File: src/hw/rtl/rci_pkg.sv
// Shared types, register indexes, constants and fixed-point helpers for the
// ray/cone intersection block. No dependencies.
`default_nettype none

package rci_pkg;

   localparam int CSR_IDX_W  = 3;
   localparam int CSR_DATA_W = 32;

   localparam logic [CSR_IDX_W-1:0] CSR_BASE_X      = 3'd0;
   localparam logic [CSR_IDX_W-1:0] CSR_BASE_Y      = 3'd1;
   localparam logic [CSR_IDX_W-1:0] CSR_BASE_Z      = 3'd2;
   localparam logic [CSR_IDX_W-1:0] CSR_BASE_RADIUS = 3'd3;
   localparam logic [CSR_IDX_W-1:0] CSR_CONE_HEIGHT = 3'd4;

   localparam logic signed [31:0] Q_ONE   = 32'sh0001_0000;
   localparam logic signed [31:0] EPS_Q   = 32'sd66;
   localparam logic signed [31:0] MISS_T  = 32'shFFFF_0000;
   localparam logic signed [31:0] Q_MAX   = 32'sh7FFF_FFFF;
   localparam logic signed [31:0] Q_MIN   = 32'sh8000_0000;

   // square root: radicand is delta shifted up by 16, root is 24 bits
   localparam int SQ_ROOT_W = 24;
   localparam int SQRT_LAT  = SQ_ROOT_W;
   // root divider: one operand stage, one stage per quotient bit, one output stage
   localparam int DIV_Q_W   = 32;
   localparam int DIV_IN_W  = 34;
   localparam int DIV_LAT   = DIV_Q_W + 2;
   // front: 6 stages; numerator stage: 1; back: height product and range test
   localparam int FRONT_LAT = 6;
   localparam int PIPE_LAT  = FRONT_LAT + SQRT_LAT + 1 + DIV_LAT + 2;

   typedef struct packed {
      logic signed [31:0] origin_x;
      logic signed [31:0] origin_y;
      logic signed [31:0] origin_z;
      logic signed [31:0] dir_x;
      logic signed [31:0] dir_y;
      logic signed [31:0] dir_z;
   } rci_ray_type;

   typedef struct packed {
      logic               hit;
      logic signed [31:0] distance;
   } rci_result_type;

   function automatic logic signed [31:0] sat32(input logic signed [35:0] v);
      logic signed [31:0] r;
      if (v > 36'sd2147483647)
         r = Q_MAX;
      else if (v < -36'sd2147483648)
         r = Q_MIN;
      else
         r = v[31:0];
      return r;
   endfunction

   // Q16.16 product, floor shift by 16, saturate
   function automatic logic signed [31:0] qmul(input logic signed [31:0] x,
                                              input logic signed [31:0] y);
      logic signed [63:0] p;
      logic signed [31:0] r;
      p = x * y;
      if (!p[63] && (|p[62:47]))
         r = Q_MAX;
      else if (p[63] && !(&p[62:47]))
         r = Q_MIN;
      else
         r = p[47:16];
      return r;
   endfunction

endpackage

`default_nettype wire

File: src/hw/rtl/rci_sqrt.sv
// Pipelined integer square root, one root bit per stage.
// Depends on rci_pkg.
`default_nettype none

module rci_sqrt import rci_pkg::*; (
   input  wire logic                     clock,
   input  wire logic                     reset,
   input  wire logic                     in_valid,
   input  wire logic [2*SQ_ROOT_W-1:0]   radicand,
   output logic                          out_valid,
   output logic [SQ_ROOT_W-1:0]          root
);

   localparam int N  = SQ_ROOT_W;
   localparam int RW = 2*SQ_ROOT_W + 2;

   logic [RW-1:0] rem_ff  [N];
   logic [N-1:0]  root_ff [N];
   logic          vld_ff  [N];

   for (genvar k = 0; k < N; k++) begin : g_stage
      logic [RW-1:0] rem_prev;
      logic [RW-1:0] trial;
      logic [N-1:0]  root_prev;
      logic          vld_prev;

      if (k == 0) begin : g_first
         assign rem_prev  = RW'(radicand);
         assign root_prev = '0;
         assign vld_prev  = in_valid;
      end else begin : g_next
         assign rem_prev  = rem_ff[k-1];
         assign root_prev = root_ff[k-1];
         assign vld_prev  = vld_ff[k-1];
      end

      // (2q + 2^j) * 2^j for bit j = N-1-k
      assign trial = (RW'(root_prev) << (N-k)) + (RW'(1) << (2*(N-1-k)));

      always_ff @(posedge clock) begin
         if (reset) begin
            vld_ff[k] <= 1'b0;
         end else begin
            vld_ff[k] <= vld_prev;
         end
      end

      always_ff @(posedge clock) begin
         if (rem_prev >= trial) begin
            rem_ff[k]  <= rem_prev - trial;
            root_ff[k] <= root_prev | (N'(1) << (N-1-k));
         end else begin
            rem_ff[k]  <= rem_prev;
            root_ff[k] <= root_prev;
         end
      end
   end

   assign out_valid = vld_ff[N-1];
   assign root      = root_ff[N-1];

endmodule

`default_nettype wire

File: config.mk
export PLATFORM = sky130hd
export DESIGN_NAME = rci_sqrt
export DESIGN_NICKNAME = d
export VERILOG_FILES = /design/src/hw/rtl/rci_pkg.sv /design/src/hw/rtl/rci_sqrt.sv
export SDC_FILE = /design/constraint.sdc
export NUM_CORES = 2
export LEC_CHECK = 0
export ABC_CLOCK_PERIOD_IN_PS = 2650
export BUFFER_PORTS_ARGS = -buffer_cell sky130_fd_sc_hd__buf_4
export CORE_MARGIN = 3
export CORE_UTILIZATION = 56
export DETAILED_ROUTE_END_ITERATION = 10
export MAX_ROUTING_LAYER = met4
export PLACE_DENSITY = 0.75
export SLEW_MARGIN = 20
export SYNTH_ARGS = -nofsm -noshare
export SYNTH_HDL_FRONTEND = slang
export SYNTH_SLANG_ARGS = --single-unit
File: constraint.sdc
create_clock -name clock -period 2.65 [get_ports clock]
set_input_delay 0.265 -clock clock [delete_from_list [all_inputs] [get_ports clock]]
set_output_delay 0.265 -clock clock [all_outputs]
set_load 0.005 [all_outputs]
## Yosys cells after proc, flatten, opt, wreduce, memory -nomap -nowiden

Memory sizes are Yosys's and may differ from the RTL's.
Index checks and enable logic that the tools add are counted.

| operators by class | value |
|---|---|
| add/subtract/negate cells | 47 |
| bitwise gates (word level) | 72 |
| order comparisons | 24 |
| multiplexer cells | 147 |

Operators with widths:

| operator | number |
|---|---|
| 50-bit two-way mux | 24 |
| 24-bit two-way mux | 24 |
| 1-bit two-way mux | 99 |
| 1-bit OR | 72 |
| 50-bit by 26-bit >= comparator with 1-bit output | 1 |
| 50-bit by 27-bit >= comparator with 1-bit output | 1 |
| 50-bit by 28-bit >= comparator with 1-bit output | 1 |
| 50-bit by 29-bit >= comparator with 1-bit output | 1 |
| 50-bit by 30-bit >= comparator with 1-bit output | 1 |
| 50-bit by 31-bit >= comparator with 1-bit output | 1 |
| 50-bit by 32-bit >= comparator with 1-bit output | 1 |
| 50-bit by 33-bit >= comparator with 1-bit output | 1 |
| 50-bit by 34-bit >= comparator with 1-bit output | 1 |
| 50-bit by 35-bit >= comparator with 1-bit output | 1 |
| 50-bit by 36-bit >= comparator with 1-bit output | 1 |
| 50-bit by 37-bit >= comparator with 1-bit output | 1 |
| 50-bit by 38-bit >= comparator with 1-bit output | 1 |
| 50-bit by 39-bit >= comparator with 1-bit output | 1 |
| 50-bit by 40-bit >= comparator with 1-bit output | 1 |
| 50-bit by 41-bit >= comparator with 1-bit output | 1 |
| 50-bit by 42-bit >= comparator with 1-bit output | 1 |
| 50-bit by 43-bit >= comparator with 1-bit output | 1 |
| 50-bit by 44-bit >= comparator with 1-bit output | 1 |
| 50-bit by 45-bit >= comparator with 1-bit output | 1 |
| other kinds (51) | 51 |

| word-level totals | value |
|---|---|
| RAM bits | 1800 |
| output and inout port bits | 25 |
| memories kept | 3 |
| input port bits | 51 |
| word-level logic and storage cells | 293 |
| flip-flop bits (word level) | 0 |

Memory list:

| name | depth | bits a word | read ports | clocked after Yosys merged registers in | write ports | line | text |
|---|---|---|---|---|---|---|---|
| rem_ff | 24 | 50 | 23 | 0 | 24 | rci_sqrt.sv:17 | `logic [RW-1:0] rem_ff [N];` |
| root_ff | 24 | 24 | 24 | 0 | 24 | rci_sqrt.sv:18 | `logic [N-1:0] root_ff [N];` |
| vld_ff | 24 | 1 | 24 | 0 | 24 | rci_sqrt.sv:19 | `logic vld_ff [N];` |

## Depth between registers and ports, before layout

An unclocked memory read counts as a cell.

| logic depth | value |
|---|---|
| depth in word-level cells | 6 |
| gate-level depth with buffers | 13 |

## Least setup slack after synthesis

Ideal clock, no wire load.

| timing | value |
|---|---|
| path type | register to register |
| start point | mem root_ff[8][15] (netlist name) |
| end point | mem rem_ff[8][95] (netlist name) |
| stages on the path, launching flop included | 13 |
| required time | 2.578 ns |
| path buffers | 2 |
| library setup time | 0.072 ns |
| path slack | -0.191 ns |
| arrival time | 2.769 ns |
| period minus slack after synthesis | 2.841 ns |
| path through | dfxtp_1 -> inv_1 -> ha_1 -> clkbuf_1 -> a21o_1 -> a31o_2 -> a221oi_2 -> a21oi_1 -> o311a_1 -> or4_1 -> clkbuf_1 -> nor3_1 -> xor2_1 |

RTL lines:

| what | line |
|---|---|
| from (decl) | rci_sqrt.sv:18 |
| to (decl) | rci_sqrt.sv:17 |

==> metrics <==
status complete, but fails checks; failing checks setup timing; met2 Use GR 0.5363; CP Data Arrival Time 3620 ps; fill count 5722; Clock power frac 0.283; top cells by area, synth dfxtp_1, ha_1, xnor2_1; CP Cell Sequence ha_4, buf_6, o211a_1, o31a_1, o211ai_1, buf_4, and3_4, or3_4, a2111oi_4, buf_4, nor3b_4, xor2_1; Gate power share 0.297; Seq pwr share 0.420; GRT Total Usage 0.3053; Wirelength per Cell 21.51 µm; Final min period 2941 ps; R2R cell count 12; Final WS setup -290.9 ps; P_int 50.47 mW; LEAKAGE 34.57 nW; Synthesized Nets 5923; Synth Cell Area 55670 µm²; commonest non-fill, non-tap cell in the layout dfxtp_1; setup violators final 229; first-pass iteration count of the detailed router 6; Starting Density 0.5656; final max-slew violation count 0; CP Launch Point rem_ff[10][55]; RSZ-0062 raised after global routing yes; Async SR Flop Fraction 0; CTS clk-pin slew, worst paths 70 ps; IR drop worst, VDD 0.0008978 V; Achievable Freq 340.0 MHz; total net switching power 25.69 mW; relative slew slack 0.4000; DR vias 46870; CP endpoint rem_ff[11][44]; Syn. warnings 0; Post-synth EDFFs 0; CP max FO 5; most area-hungry cell type in the Yosys netlist dfxtp_1; CP most frequent cell buf_4; Design Power 76.17 mW; synthesized area per cell 10.03 µm²; Placer Congestion 0.9214; worst r2r dst rem_ff[11][44]; slowest CP cell or3_4; Synth cell types 97; Area Growth Syn to Fin 37.12%; Iter 0 DRT Violations 3833; clk_lat worst skew 790 ps; met1 Resource Use GR 0.3458; Hold Path Class in -> reg; Yosys top cell area share 0.5297; Die Height 321.3 µm; number of global-route vias before repair 45920; Least-Margin Pin Slew 891.8 ps; Post-Place Setup Slack -510.4 ps; post-synthesis sequential area ratio 0.5297; Final ANT Viol Nets 0; min-delay src radicand[2]; TritonCTS clock tree done; Sw Ratio 0.3373; num ports 76; kind of start point of the critical path flop; max_cap viols 0; Port-buffer cells 75; reg2reg start rem_ff[10][55]; Core Box Area 98420 µm²; clk root buf clkbuf_16; Main synth FF type dfxtp_1; FF+latch count, synth 1473; initial antenna violation count 11; WHS 132.0 ps; Via density 5.798; Detailed Place HPWL 107.3 mm; pin count of the biggest net entering global routing 39; Pwr per Cell Area 997.8 nW/µm²; Final period util 1.110; row count 115; r2r setup slk -290 ps; Inserted Clock Buffers 144; Hold Vio Cnt, Final 0; drc violations 0; first-pass GRT wire length 244.9 mm; most frequent cells in the layout dfxtp_1, buf_4, inv_1; grt ovf 0; GRT busiest layer met2; Num Clock Sinks 1473; multi-input logic area 29310 µm²; htree depth 4; GR Layer Usage met3 0.04706; Critical Path RT 3330 ps; Crit. End Element flop; CTS max path bufs 3; Die X 321.3 µm; critical path type reg -> reg; maximum single-stage delay on the critical path 400 ps; register area 29600 µm²; Post-Syn Instances 5550; Routed WL 173.9 mm; die area 103200 µm²; Final Net Count 7041; Layout Skew 71.69 ps; share of cells above drive strength 1 0.3115
[area by class of cell]
cell class                      instances  area share
Inverter                              405     0.02026
Timing Repair Buffer                 1070      0.1204
Antenna cell                           12   0.0003934
Multi-Input combinational cell       3574      0.3840
Tap cell                             1287     0.02109
Clock buffer                          191     0.05188
Sequential cell                      1473      0.3877
Clock inverter                         71     0.01431
[sequential cells by signal, indices dropped and copies added, names as in the netlist]
signal / count
root_ff: 300
rem_ff: 1149
vld_ff: 24
[how the worst min path moves through the flow]
stage | end | slack (ps) | depth (start not counted)
floorplan | rem_ff[0][0] | 290 | 0
global placement | rem_ff[6][61] | 330 | 0
detailed placement | rem_ff[6][64] | 330 | 0
CTS | rem_ff[0][11] | 100 | 2
global route | rem_ff[0][38] | 110 | 2
finish | rem_ff[0][2] | 130 | 2
[power by group through the flow]
stage	Sequential, mW	Clock (mW)	Combinational, mW
2_1_floorplan	30.1	0	11.9
3_3_place_gp	31.5	0	18.2
3_5_place_dp	31.6	0	18.5
4_1_cts	31.3	21.6	19.9
5_1_grt	32.4	22.6	24.4
6_report	32.0	21.6	22.6
[what timing repair did]
action	4_1_cts	5_1_grt
hold buffers	52	0
buffers inserted	71	92
endpoints found under the hold margin	74	0
setup endpoints to repair	446	525
gates cloned	17	13
pin swaps	147	247
resized for setup	482	693
[logic make-up (layout without fill, tap and decap cells)]
family | Yosys count | after routing | synth area share
buf+inv | 504 | 1737 | 0.03520
compound gates | 989 | 990 | 0.1120
mux | 42 | 42 | 0.008743
other cells | 0 | 12 | 0
xor+xnor | 507 | 507 | 0.07976
fa+ha+maj | 322 | 322 | 0.07237
flops | 1473 | 1473 | 0.5297
simple gates | 1713 | 1713 | 0.1622
[worst max-delay path, delay by kind of cell (launching register included)]
kind | cells | cell delay (ps)
adder cells (fa/ha/maj) | 1 | 280
AND/OR/NAND/NOR | 3 | 820
buffers and inverters | 3 | 480
XOR/XNOR | 1 | 200
AO/OA/AOI/OAI | 4 | 720
flip-flops | 1 | 330
[per-stage QoR]
step	area, µm²	std cells	utilization	setup TNS (ps)
5_1_grt	76340	8083	0.7756	-44130
6_report	76340	8083	0.7756	-21100
3_3_place_gp	63450	7583	0.6447	-54030
4_1_cts	72250	7985	0.7341	-5395
3_5_place_dp	63450	7583	0.6447	-70050
2_1_floorplan	55920	5550	-	-1952
[metal layers]
metal | vias up | share of wire
met5 | - | 0
met4 | 0 | 0.057
met3 | 728 | 0.056
met2 | 1898 | 0.50
met1 | 22590 | 0.38
li1 | 21660 | -
[cells in the mapped netlist, drive strengths merged (8+ instances only)]
cell     count
dfxtp     1473
nor4       215
a31oi       18
nor3b       13
xor2       244
o211ai      23
or4         44
a21oi      338
o2111ai     11
nor3       162
nand3b      18
nand2b      44
mux2        35
buf         35
and4b       11
and4        13
o21a        76
o31a        12
o31ai       34
nand3      107
a211oi      24
nor2b       71
and2        27
a21boi      12
and3        19
ha         322
a21o       108
nand4      100
nand2      313
nand4b      19
nor2       404
o21ai      220
o21bai      22
clkbuf      64
a2111oi      9
xnor2      263
inv        405
nor4b       28
or3         60
or2         26
a221oi       8
Power figures use the tool's default switching activity.
